<file path="config.mk">
export PLATFORM = sky130hd
export DESIGN_NAME = rmj_sqrt_cell
export DESIGN_NICKNAME = d
export VERILOG_FILES = /design/src/hdl/rmj_pkg.sv /design/src/hdl/rmj_sqrt_cell.sv
export SDC_FILE = /design/constraint.sdc
export NUM_CORES = 1
export LEC_CHECK = 0
export BUFFER_PORTS_ARGS = -buffer_cell sky130_fd_sc_hd__buf_2
export CORE_AREA = 2 2 311 313
export DETAILED_ROUTE_END_ITERATION = 6
export DIE_AREA = 0 0 313 315
export GPL_ROUTABILITY_DRIVEN = 0
export PLACE_DENSITY = 0.43
export REMOVE_ABC_BUFFERS = 1
export SKIP_CTS_REPAIR_TIMING = 1
export SLEW_MARGIN = 20
export SYNTH_ARGS = -nofsm -noshare
export SYNTH_HDL_FRONTEND = slang
export SYNTH_SLANG_ARGS = --single-unit
</file>
<file path="constraint.sdc">
create_clock -name i_clk -period 18.9 [get_ports i_clk]
set_input_delay 0 -clock i_clk [delete_from_list [all_inputs] [get_ports i_clk]]
set_output_delay 0 -clock i_clk [all_outputs]
set_load 0.1 [all_outputs]
</file>
<file path="src/hdl/rmj_pkg.sv">
// Shared types and constants for the radar measurement Jacobian pipeline.
package rmj_pkg;

    localparam int NLANE = 6;
    localparam int CFG_W = 32;
    localparam logic [CFG_W-1:0] MIN_RANGE_SQ_RST = 32'd429497;

    // Lane codes: one divider lane per Jacobian entry.
    localparam int L_RNG_X  = 0;
    localparam int L_RNG_Y  = 1;
    localparam int L_BRG_X  = 2;
    localparam int L_BRG_Y  = 3;
    localparam int L_RATE_X = 4;
    localparam int L_RATE_Y = 5;

    // Control that travels with each item down the chain.
    typedef struct packed {
        logic             valid;
        logic             near;
        logic [NLANE-1:0] neg;
        logic [NLANE-1:0] ovf;
    } t_tag;

endpackage

</file>
<file path="src/hdl/rmj_sqrt_cell.sv">
// One cell of the integer square root chain: settles one root bit per stage.
module rmj_sqrt_cell
    import rmj_pkg::*;
#(
    parameter int W   = 32,
    parameter int BIT = 0,
    parameter int PW  = 256
) (
    input  logic            i_clk,
    input  logic            i_rst_n,
    input  logic            i_en_next,
    output logic            o_en,
    input  t_tag            i_tag,
    output t_tag            o_tag,
    input  logic [2*W-1:0]  i_s,
    output logic [2*W-1:0]  o_s,
    input  logic [W+1:0]    i_rem,
    output logic [W+1:0]    o_rem,
    input  logic [W-1:0]    i_root,
    output logic [W-1:0]    o_root,
    input  logic [PW-1:0]   i_pass,
    output logic [PW-1:0]   o_pass
);

    t_tag           r_tag;
    logic [2*W-1:0] r_s;
    logic [W+1:0]   r_rem;
    logic [W-1:0]   r_root;
    logic [PW-1:0]  r_pass;

    logic [W+1:0]   rem_sh;
    logic [W+1:0]   trial;
    logic           ge;
    logic [W+1:0]   n_rem;
    logic [W-1:0]   n_root;

    assign o_en   = !r_tag.valid || i_en_next;
    assign rem_sh = {i_rem[W-1:0], i_s[2*BIT +: 2]};
    assign trial  = {i_root, 2'b01};
    assign ge     = rem_sh >= trial;
    assign n_rem  = ge ? (rem_sh - trial) : rem_sh;
    assign n_root = {i_root[W-2:0], ge};

    always_ff @(posedge i_clk) begin
        if (!i_rst_n) begin
            r_tag <= '0;
        end else if (o_en) begin
            r_tag <= i_tag;
        end
    end

    always_ff @(posedge i_clk) begin
        if (o_en) begin
            r_s    <= i_s;
            r_rem  <= n_rem;
            r_root <= n_root;
            r_pass <= i_pass;
        end
    end

    assign o_tag  = r_tag;
    assign o_s    = r_s;
    assign o_rem  = r_rem;
    assign o_root = r_root;
    assign o_pass = r_pass;

endmodule

</file>
# Yosys cells after proc, flatten, opt, wreduce, memory -nomap -nowiden
# Index checks and enable logic that the tools add are counted.
# W data, S select, Z words.
# classes
n_mux,1
n_lt_le_gt_ge,1
n_reduce_logical,2
add_sub_neg,1
# op_table
cell,count
$ge A34 B34 Y1,1
$mux W34,1
$sub A34 B34 Y34,1
$logic_not A1 Y1,1
$logic_or A1 B1 Y1,1
# word_totals
out_inout_bits,401
wordCells,13
ff_bits,400

# Longest topological paths before layout
# Gate-level depths: netlist of run 1.
# logic_depth
depth_word,2
depth_mapped,14

# Worst setup path before layout of run 1
# Ideal clock, no wire load.
# synth_timing
path_type,register to register
from,reg r_tag (netlist bit o_tag[13])
to,"reg r_pass[0] (netlist: o_pass[0]), enable pin"
path_stages_with_launch,4
arrival_ps,12458
path_buffers,1
path_slack_ps,5500
cell_sequence,dfxtp_1 > nor2b_1 > inv_1 > clkbuf_1
# synth_between
elab_chain_cells,2
# synth_rtl
element,line,rtl
start: declaration,rmj_sqrt_cell.sv:25,t_tag r_tag;
start signal: assignment,rmj_sqrt_cell.sv:48,r_tag <= i_tag;
$logic_not A1 Y1,rmj_sqrt_cell.sv:37,assign o_en = !r_tag.valid || i_en_next;
$logic_or A1 B1 Y1,rmj_sqrt_cell.sv:37,
via o_en,rmj_sqrt_cell.sv:12,"output logic o_en,"
end signal: assignment,rmj_sqrt_cell.sv:57,r_pass <= i_pass;
end: declaration,rmj_sqrt_cell.sv:29,logic [PW-1:0] r_pass;
# The timed path passes the listed nets, and every way through them passes these cells.
# A chain may end at the register's enable or synchronous reset.

# Final worst setup path of run 1
# layout_timing
from,in i_root[13]
to,"reg r_rem[22] (netlist: o_rem[22]), data pin"
# layout_between
elab_chain_cells,2
word_cells_on_any_way,3
classes_between,add/sub: 1; order compare: 1; mux: 1
# layout_rtl
element,line,rtl
start: declaration,rmj_sqrt_cell.sv:19,"input logic [W-1:0] i_root,"
$sub A34 B34 Y34 / $ge A34 B34 Y1 (equally long branches),"rmj_sqrt_cell.sv:41, rmj_sqrt_cell.sv:40",
$mux W34 *,rmj_sqrt_cell.sv:41,assign n_rem = ge ? (rem_sh - trial) : rem_sh;
via n_rem[22],rmj_sqrt_cell.sv:34,logic [W+1:0] n_rem;
end signal: assignment,rmj_sqrt_cell.sv:55,r_rem <= n_rem;
end: declaration,rmj_sqrt_cell.sv:27,logic [W+1:0] r_rem;
# Mark *: on every way through the listed nets, which the timed path passes. The rest lies on a longest branch.

==> metrics.cfg, run 1 <==
[global_routing]
grt_max_degree = 155
first_global_vias = 10800
grt_overflow = 0
grt_pass1_wl_um = 81700
track_usage_pct = 11.7
grt_antenna_before_repair = 13

[placed_design]
dp.cells = 2861
port_buffers = 801
dp_hpwl_um = 49700

[routing]
top_layer_used = met5
drc = 0
met2_length_um = 32400
wire_per_inst_um = 19.3
m1WireLength_um = 25600
dr.first_iter.drc_count = 769
firstDrtPassIters = 5
vias_per_cell = 3.62
finalWirelength_um = 65000
vias = 12200
ant_nets = 0
met3_wirelength_um = 4990

[cells_and_area]
fin_util_pct = 27.2
nNetsFinal = 2486
layout_common_cells = buf_2 (801), dlygate4sd3_1 (411), edfxtp_1 (386)
fillCellCount = 9938
syn2layout_area_growth_pct = 77.2
layout.cells.non_filler = 3375
layout-drive-gt1-share_pct = 44.4
layout_commonest_cell = buf_2

[yosys]
syn_inst = 796
ys_async_sr_fraction_pct = 0
ys_types = 59
ys.flop_type = edfxtp_1
yosys_register_bits = 400
synth_warnings = 0
synth_edf_count = 386
netlist_area_um2 = 14700
ys_seq_area_share_pct = 80.8
avgSynthCellArea_um2 = 18.5

[pwr]
vdd_drop_max_mv = 0.0703
p_per_area_nw_per_um2 = 110
fin_total_pwr_w = 0.00287
leakagePower_nw = 11.2

[setup_path]
critPathSlowestCell = dlygate4sd3_1
r2r_setup_slack_ns = 15.88
critPathTopFamily = compound AO/OA/AOI/OAI gates
cpPeakStageDelay_ns = 0.70
start_kind = input pin
cp_max_fo = 30
crit_buf_inv = 4
worstSetupPathType = in2reg
arrival_ns = 3.73
cp_data_required_time_ns = 19.25
cp_cell_sequence = dlygate4sd3_1, buf_2, inv_1, ha_1, a21oi_1, o21ai_0, nor2_1, a21oi_2, o41ai_4, o21a_4, inv_4, mux2_4
crit_path_end_kind = flop

[sta]
fmax_mhz = 296
min_period_ns = 3.38
worstMarginPinSlew_ns = 1.02
rsz0062_at_grt = false
relSlewSlack_pct = 31.9
fin_skew_ns = 0.0258
slew_viol_final = 0
period_share_pct = 17.9
tns_ns = 0
finalSetupViolCount = 0
hold_viol = 0

[status]
status = finished, final reports clean

[die]
die_h_um = 315
io_pins = 804
dieArea_um2 = 98600
initial_core_util_pct = 15.4
die_w_um = 313
std_cell_rows = 114
core-area_um2 = 95700

[hold_path]
hold_path.class = in2reg

[clock_network]
cts.sinks = 400
cts_root_buf = clkbuf_16
clk_latency_ns = 0.62
cts.path.max_buffers = 3
cts_tree = built
path_clk_slew_ns = 0.06
cts_max_level = 2
cts_buffers = 51

[flow_run]
drv_cap = 0

-- cells in the mapped netlist, types with 2 or more instances --
master / n / area [um2]
o21a_1: 2 / 15.0
buf_2: 2 / 10.0
or3_1: 5 / 31.3
nand3_1: 8 / 40.0
a221oi_1: 2 / 17.5
nand2_2: 2 / 12.5
xor2_1: 12 / 105
inv_1: 43 / 161
nor3_1: 7 / 35.0
nor2_1: 22 / 82.6
mux2_4: 28 / 420
nand4_1: 6 / 37.5
buf_12: 3 / 60.1
a21boi_0: 14 / 105
a21oi_1: 31 / 155
o31ai_1: 3 / 22.5
o21ai_0: 16 / 80.1
a211oi_1: 4 / 30.0
o211ai_1: 4 / 30.0
nand2b_1: 5 / 31.3
and2_1: 2 / 12.5
clkbuf_1: 11 / 41.3
o2111a_1: 2 / 22.5
o21ai_1: 3 / 15.0
edfxtp_1: 386 / 11600
nand2_1: 56 / 210
o21bai_1: 6 / 45.0
o41ai_1: 2 / 17.5
mux2i_1: 2 / 20.0
nor2b_1: 2 / 12.5
nor4_1: 3 / 18.8
a21oi_4: 2 / 32.5
o22ai_1: 2 / 12.5
xnor2_1: 16 / 140
ha_1: 34 / 425
a21oi_2: 2 / 17.5
dfxtp_1: 14 / 280
a21o_1: 11 / 82.6
-- per-stage QoR --
step / hold WS, ns / setup slack, ns / cell area (um2)
6_report: 0.0855 / 15.52 / 26000
5_1_grt: 0.0401 / 15.42 / 26000
4_1_cts: -0.540 / 16.20 / 21900
3_5_place_dp: 0.178 / 15.52 / 20200
3_3_place_gp: 0.177 / 15.54 / 20200
2_1_floorplan: 0.0989 / 8.90 / 14600
-- state kept, by name (all words and copies together), names as in the netlist --
name    count
o_pass    256
o_rem      34
o_root     32
o_s        64
o_tag      14
-- logic make-up (layout without fill, tap and decap cells) --
kind of cell	after synthesis	after routing	share of synthesized area, %
AO/OA/AOI/OAI	120	120	5.86
adder cells (fa/ha/maj)	34	34	2.89
other	0	8	0
XOR/XNOR	28	28	1.67
flip-flops	400	400	80.8
buffers and inverters	61	1356	1.92
AND/OR/NAND/NOR	123	123	3.89
multiplexers	30	30	3.00
-- layer usage --
metal  vias to the layer above  global-route usage (%)
met5                         -                       0
met4                         6                    3.81
met3                       101                    4.53
met2                       515                    20.1
met1                      6032                    13.3
li1                       5572                       -
-- final timing paths --
check,cells after the start,endpoint,from
max,12,o_rem[22]$_DFFE_PP_,i_root[13]
min,2,o_pass[36]$_DFFE_PP_,i_pass[36]
min reg2reg,2,o_tag[3]$_SDFFE_PN0P_,o_tag[3]$_SDFFE_PN0P_
max reg2reg,7,o_tag[2]$_SDFFE_PN0P_,o_tag[13]$_SDFFE_PN0P_
-- final cells by class --
cell class	count	area, um2	area share (%)
multi-input combinational	335	2540	9.77
tap	1276	1600	6.13
clock buffer	60	1330	5.11
inverter	45	179	0.687
timing repair buffer	1216	8170	31.4
clock inverter	35	335	1.29
antenna	8	20.0	0.0769
sequential	400	11900	45.6
-- where the power goes --
group / switching [W] / total, W / internal, W
logic: 0.000649 / 0.000826 / 0.000177
registers: 0.0000224 / 0.00107 / 0.00105
clock network: 0.000405 / 0.000968 / 0.000564
total: 0.00108 / 0.00287 / 0.00179
(Power assumes the default switching activity.)
==> run 2: changes to the inputs <==
ABC_AREA = 1   (was default)
CORE_AREA = 2 2 315 317   (was 2 2 311 313)
DIE_AREA = 0 0 317 319   (was 0 0 313 315)
PLACE_DENSITY = 0.44   (was 0.43)
clock period = 3.1 ns   (was 18.9 ns; I/O delays follow)
==> metrics.cfg, run 2 <==
[cells_and_area]
layout_commonest_cell = buf_2
layout-drive-gt1-share_pct = 37.9
nNetsFinal = 2784
layout_common_cells = buf_2 (801), dlygate4sd3_1 (411), edfxtp_1 (386)
largest_reg_flops = 256
layout.cells.non_filler = 3694
syn2layout_area_growth_pct = 77.4
fin_util_pct = 27.3

[pwr]
p_per_area_nw_per_um2 = 669
fin_total_pwr_w = 0.0179
intPower_w = 0.0111
p_seq_share_pct = 36.6
leakagePower_nw = 12.0
p_clk_share_pct = 34.5
p_switching_w = 0.00678
vdd_drop_max_mv = 0.396
swShare_pct = 37.9
p_comb_share_pct = 28.8

[setup_path]
r2r_setup_slack_ns = 1.21
cp_max_fo = 37
worstSetupPathType = in2reg
r2r-end = o_tag[8]$_SDFFE_PN0P_
cp_data_required_time_ns = 3.46
rr_startpoint = o_tag[13]$_SDFFE_PN0P_
crit_path_end_kind = flop
reg2reg_depth = 6
arrival_ns = 2.72
start_kind = input pin

[die]
std_cell_rows = 115
initial_core_util_pct = 15.4
die_h_um = 319
dieArea_um2 = 101000
io_pins = 804
die_w_um = 317
core-area_um2 = 97700

[clock_network]
path_clk_slew_ns = 0.06
cts_root_buf = clkbuf_16
cts.sinks = 400
cts_tree = built
cts_max_level = 2
cts.path.max_buffers = 3
cts_buffers = 51
clk_latency_ns = 0.61

[global_routing]
track_usage_pct = 13.3
grt_max_degree = 69
grt_antenna_before_repair = 25
grt_overflow = 0
grt_pass1_wl_um = 92500
first_global_vias = 11500

[yosys]
avgSynthCellArea_um2 = 14.0
netlist_area_um2 = 15100
synth_most_common_cell = edfxtp_1
ys.flop_type = edfxtp_1
synth_warnings = 0
yosys.area.top_type_share_pct = 76.9
synth_edf_count = 386
yosysTopAreaCell = edfxtp_1
ys_async_sr_fraction_pct = 0
ys_types = 30
synth_area_leaders = edfxtp_1 (77%), nand2_1 (7.0%), inv_1 (3.2%), ha_1 (2.8%), nor2_1 (1.9%)
ys_seq_area_share_pct = 78.8
syn_inst = 1076
synthTopCellsByCount = edfxtp_1 (386), nand2_1 (279), inv_1 (130)
yosys_register_bits = 400

[sta]
min_period_ns = 2.36
finalSetupViolCount = 0
fmax_mhz = 423
tns_ns = 0
hold_viol = 0
slew_viol_final = 0
period_share_pct = 76.3
rsz0062_at_grt = false
worstMarginPinSlew_ns = 0.673
relSlewSlack_pct = 55.1
fin_skew_ns = 0.0147

[routing]
finalWirelength_um = 73600
ant_nets = 0
firstDrtPassIters = 5
vias = 13100
wire_per_inst_um = 19.9
dr.first_iter.drc_count = 781
drc = 0
vias_per_cell = 3.55

[hold_path]
min_to = o_rem[33]$_DFFE_PP_
hold_path.class = in2reg
holdCritStartpoint = i_root[31]
min_path_cells = 6

[placed_design]
dp.cells = 3170
dp_hpwl_um = 58100
port_buffers = 801

[flow_run]
drv_cap = 0

[status]
status = finished, final reports clean

## run 2: changes by cell type in the layout (fill, tap and decap cells not counted), sizes merged, moves of 13 or more
cell	change
a21boi	-15
nor2	+60
inv	+84
nand3	+30
xnor2	-13
nand2	+225
mux2	-28
## run 2: routing by layer
metal  part of all wire, %  vias up  global-route usage, %
met5                 0.065        -                      0
met4                   2.8        8                   3.64
met3                   7.6       93                   5.06
met2                    51      512                   24.3
met1                    38     6254                   14.0
li1                      -     6264                      -
## run 2: stage by stage
step	setup WS, ns	hold WS, ns	instance area, um2
6_report	0.736	0.0792	26700
3_3_place_gp	0.691	0.176	20800
3_5_place_dp	0.668	0.178	20800
4_1_cts	0.683	-0.517	22600
2_1_floorplan	-6.75	0.0989	15000
5_1_grt	0.410	0.0485	26700
## run 2: final cells by class
class                           count  area [um2]
Antenna cell                       19        47.5
Clock buffer                       64        1380
Clock inverter                     30         359
Fill cell                       10300       71000
Inverter                          132         505
Multi-Input combinational cell    535        2630
Sequential cell                   400       11900
Tap cell                         1287        1610
Timing Repair Buffer             1227        8320
## run 2: critical path, stage by stage
cell	delay (ns)
dlygate4sd3_1	0.66
buf_2	0.19
inv_1	0.04
ha_1	0.34
nand2_1	0.11
nor2_1	0.22
nand2_1	0.11
nor2_1	0.10
nand2_1	0.09
nand3_2	0.09
nand2_2	0.09
nand2_8	0.25
inv_4	0.23
nand2_1	0.11
nand2_1	0.06
## run 2: cells by family after synthesis
logic type	count (synthesis)	synth area share, %
compound gates	60	2.10
xor+xnor	17	0.988
fa+ha+maj	34	2.82
buf+inv	141	3.75
flops	400	78.8
simple gates	424	11.5
## run 2: power groups by stage
stage	clock network [W]	logic, W	registers (W)
6_report	0.00617	0.00515	0.00655
5_1_grt	0.00659	0.00535	0.00659
4_1_cts	0.00641	0.00475	0.00655
3_5_place_dp	0	0.00474	0.00665
3_3_place_gp	0	0.00474	0.00665
2_1_floorplan	0	0.000545	0.00977
## run 2: worst max path at each step
stage,start,to,slack [ns],cells past startpoint
global route,i_root[14],o_rem[19]$_DFFE_PP_,0.41,15
CTS,o_tag[13]$_SDFFE_PN0P_,o_en,0.68,5
detailed placement,i_root[24],o_rem[24]$_DFFE_PP_,0.67,14
finish,i_root[14],o_rem[6]$_DFFE_PP_,0.74,15
floorplan,o_tag[13]$_SDFFE_PN0P_,o_pass[0]$_DFFE_PP_,-6.75,3
global placement,i_root[22],o_rem[18]$_DFFE_PP_,0.69,14
==> run 3: changes to the inputs <==
PLACE_DENSITY = 0.43   (was 0.44)
clock period = 2.4 ns   (was 3.1 ns; I/O delays follow)
==> metrics.cfg, run 3 (synthesized netlist as in run 2, its figures left out) <==
[flow_run]
drv_cap = 0

[setup_path]
r2r-end = o_tag[5]$_SDFFE_PN0P_
r2r_setup_slack_ns = 0.52
worstSetupPathType = in2reg
crit_path_end_kind = flop
cp-endpoint = o_rem[26]$_DFFE_PP_
cp_max_fo = 27
arrival_ns = 2.55
start_kind = input pin
startpoint = i_rem[13]
reg2reg_depth = 7
rr_startpoint = o_tag[13]$_SDFFE_PN0P_
cp_data_required_time_ns = 2.74

[pwr]
p_per_area_nw_per_um2 = 848
fin_total_pwr_w = 0.0229
vdd_drop_max_mv = 0.460
leakagePower_nw = 12.2

[clock_network]
cts_root_buf = clkbuf_16
cts_tree = built
path_clk_slew_ns = 0.06
cts.sinks = 400
clk_latency_ns = 0.61
cts_max_level = 2
cts_buffers = 48
cts.path.max_buffers = 3

[sta]
relSlewSlack_pct = 52.7
fin_skew_ns = 0.0240
rsz0062_at_grt = false
period_share_pct = 92.2
hold_viol = 0
fmax_mhz = 452
worstMarginPinSlew_ns = 0.714
whs_ns = 0.0990
min_period_ns = 2.21
slew_viol_final = 0
finalSetupViolCount = 0

[global_routing]
first_global_vias = 11600
track_usage_pct = 12.9
grt_overflow = 0
grt_antenna_before_repair = 18
grt_pass1_wl_um = 90200
grt_max_degree = 56

[die]
initial_core_util_pct = 15.4
core-area_um2 = 97700
die_w_um = 317
io_pins = 804
die_h_um = 319
dieArea_um2 = 101000
std_cell_rows = 115

[routing]
dr.first_iter.drc_count = 785
wire_per_inst_um = 19.2
ant_nets = 0
vias_per_cell = 3.56
drc = 0
finalWirelength_um = 71500
firstDrtPassIters = 5
vias = 13300

[cells_and_area]
nNetsFinal = 2824
layout-drive-gt1-share_pct = 38.8
syn2layout_area_growth_pct = 79.1
layout_common_cells = buf_2 (801), dlygate4sd3_1 (411), edfxtp_1 (386)
layout_commonest_cell = buf_2
largest_reg_flops = 256
fillCellCount = 10300

[placed_design]
port_buffers = 801
dp_hpwl_um = 57400

[status]
status = finished, final reports clean

[hold_path]
hold_path.class = in2reg

[run 3: changes by cell type in the layout (fill, tap and decap cells not counted), moves of 3 or more]
cell,before,now
buf_4,8,49
clkbuf_16,52,49
clkbuf_8,3,0
diode_2,19,16
clkinv_4,5,2
[run 3: power breakdown]
| part | internal [W] | switching (W) | total (W) |
|---|---|---|---|
| registers | 0.00828 | 0.000162 | 0.00845 |
| logic | 0.00140 | 0.00537 | 0.00677 |
| clock network | 0.00462 | 0.00305 | 0.00766 |
[run 3: how the worst min path moves through the flow]
stage,end,slack (ns),depth (start not counted),start
floorplan,o_pass[0]$_DFFE_PP_,0.1,0,i_pass[0]
detailed placement,o_pass[26]$_DFFE_PP_,0.18,1,i_pass[26]
CTS,o_pass[229]$_DFFE_PP_,-0.49,1,i_pass[229]
finish,o_pass[49]$_DFFE_PP_,0.1,2,i_pass[49]
global route,o_pass[95]$_DFFE_PP_,0.07,2,i_pass[95]
global placement,o_pass[249]$_DFFE_PP_,0.18,1,i_pass[249]
[run 3: layout make-up]
cell class	instances	area, um2	area share, %
inverter	132	505	1.87
antenna	16	40.0	0.148
sequential	400	11900	44.0
multi-input combinational	535	2630	9.74
clock buffer	59	1260	4.68
clock inverter	30	387	1.43
timing repair buffer	1270	8670	32.1
tap	1287	1610	5.97
[run 3: through the flow]
step	util, %	instances	area [um2]	setup TNS [ns]	setup slack, ns
floorplan	-	1067	15000	-2971.16	-7.45
global placement	21.7	3213	21200	0	0.126
detailed placement	21.7	3213	21200	0	0.122
CTS	23.4	3302	22800	0	0.314
global route	27.6	3723	27000	0	0.0123
finish	27.6	3729	27000	0	0.187
[run 3: metal layers]
metal  share of wire, %  routed length (um)  GRT usage (%)  vias up
met5              0.059                  42              0        -
met3                7.4                5280           5.36      108
met2                 50               36100           23.1      522
li1                   -                   -              -     6344
met1                 38               27200           13.3     6301
met4                4.0                2880           4.70        6
[run 3: critical path, cell delays in order]
cell	delay, ns
dlygate4sd3_1	0.62
buf_2	0.16
ha_1	0.36
nand2_1	0.16
nor2_1	0.26
nand2_1	0.09
inv_1	0.09
nand4_1	0.11
nand2_1	0.09
inv_2	0.06
nand2_8	0.17
inv_4	0.06
buf_12	0.16
nand2_1	0.08
nand2_1	0.05
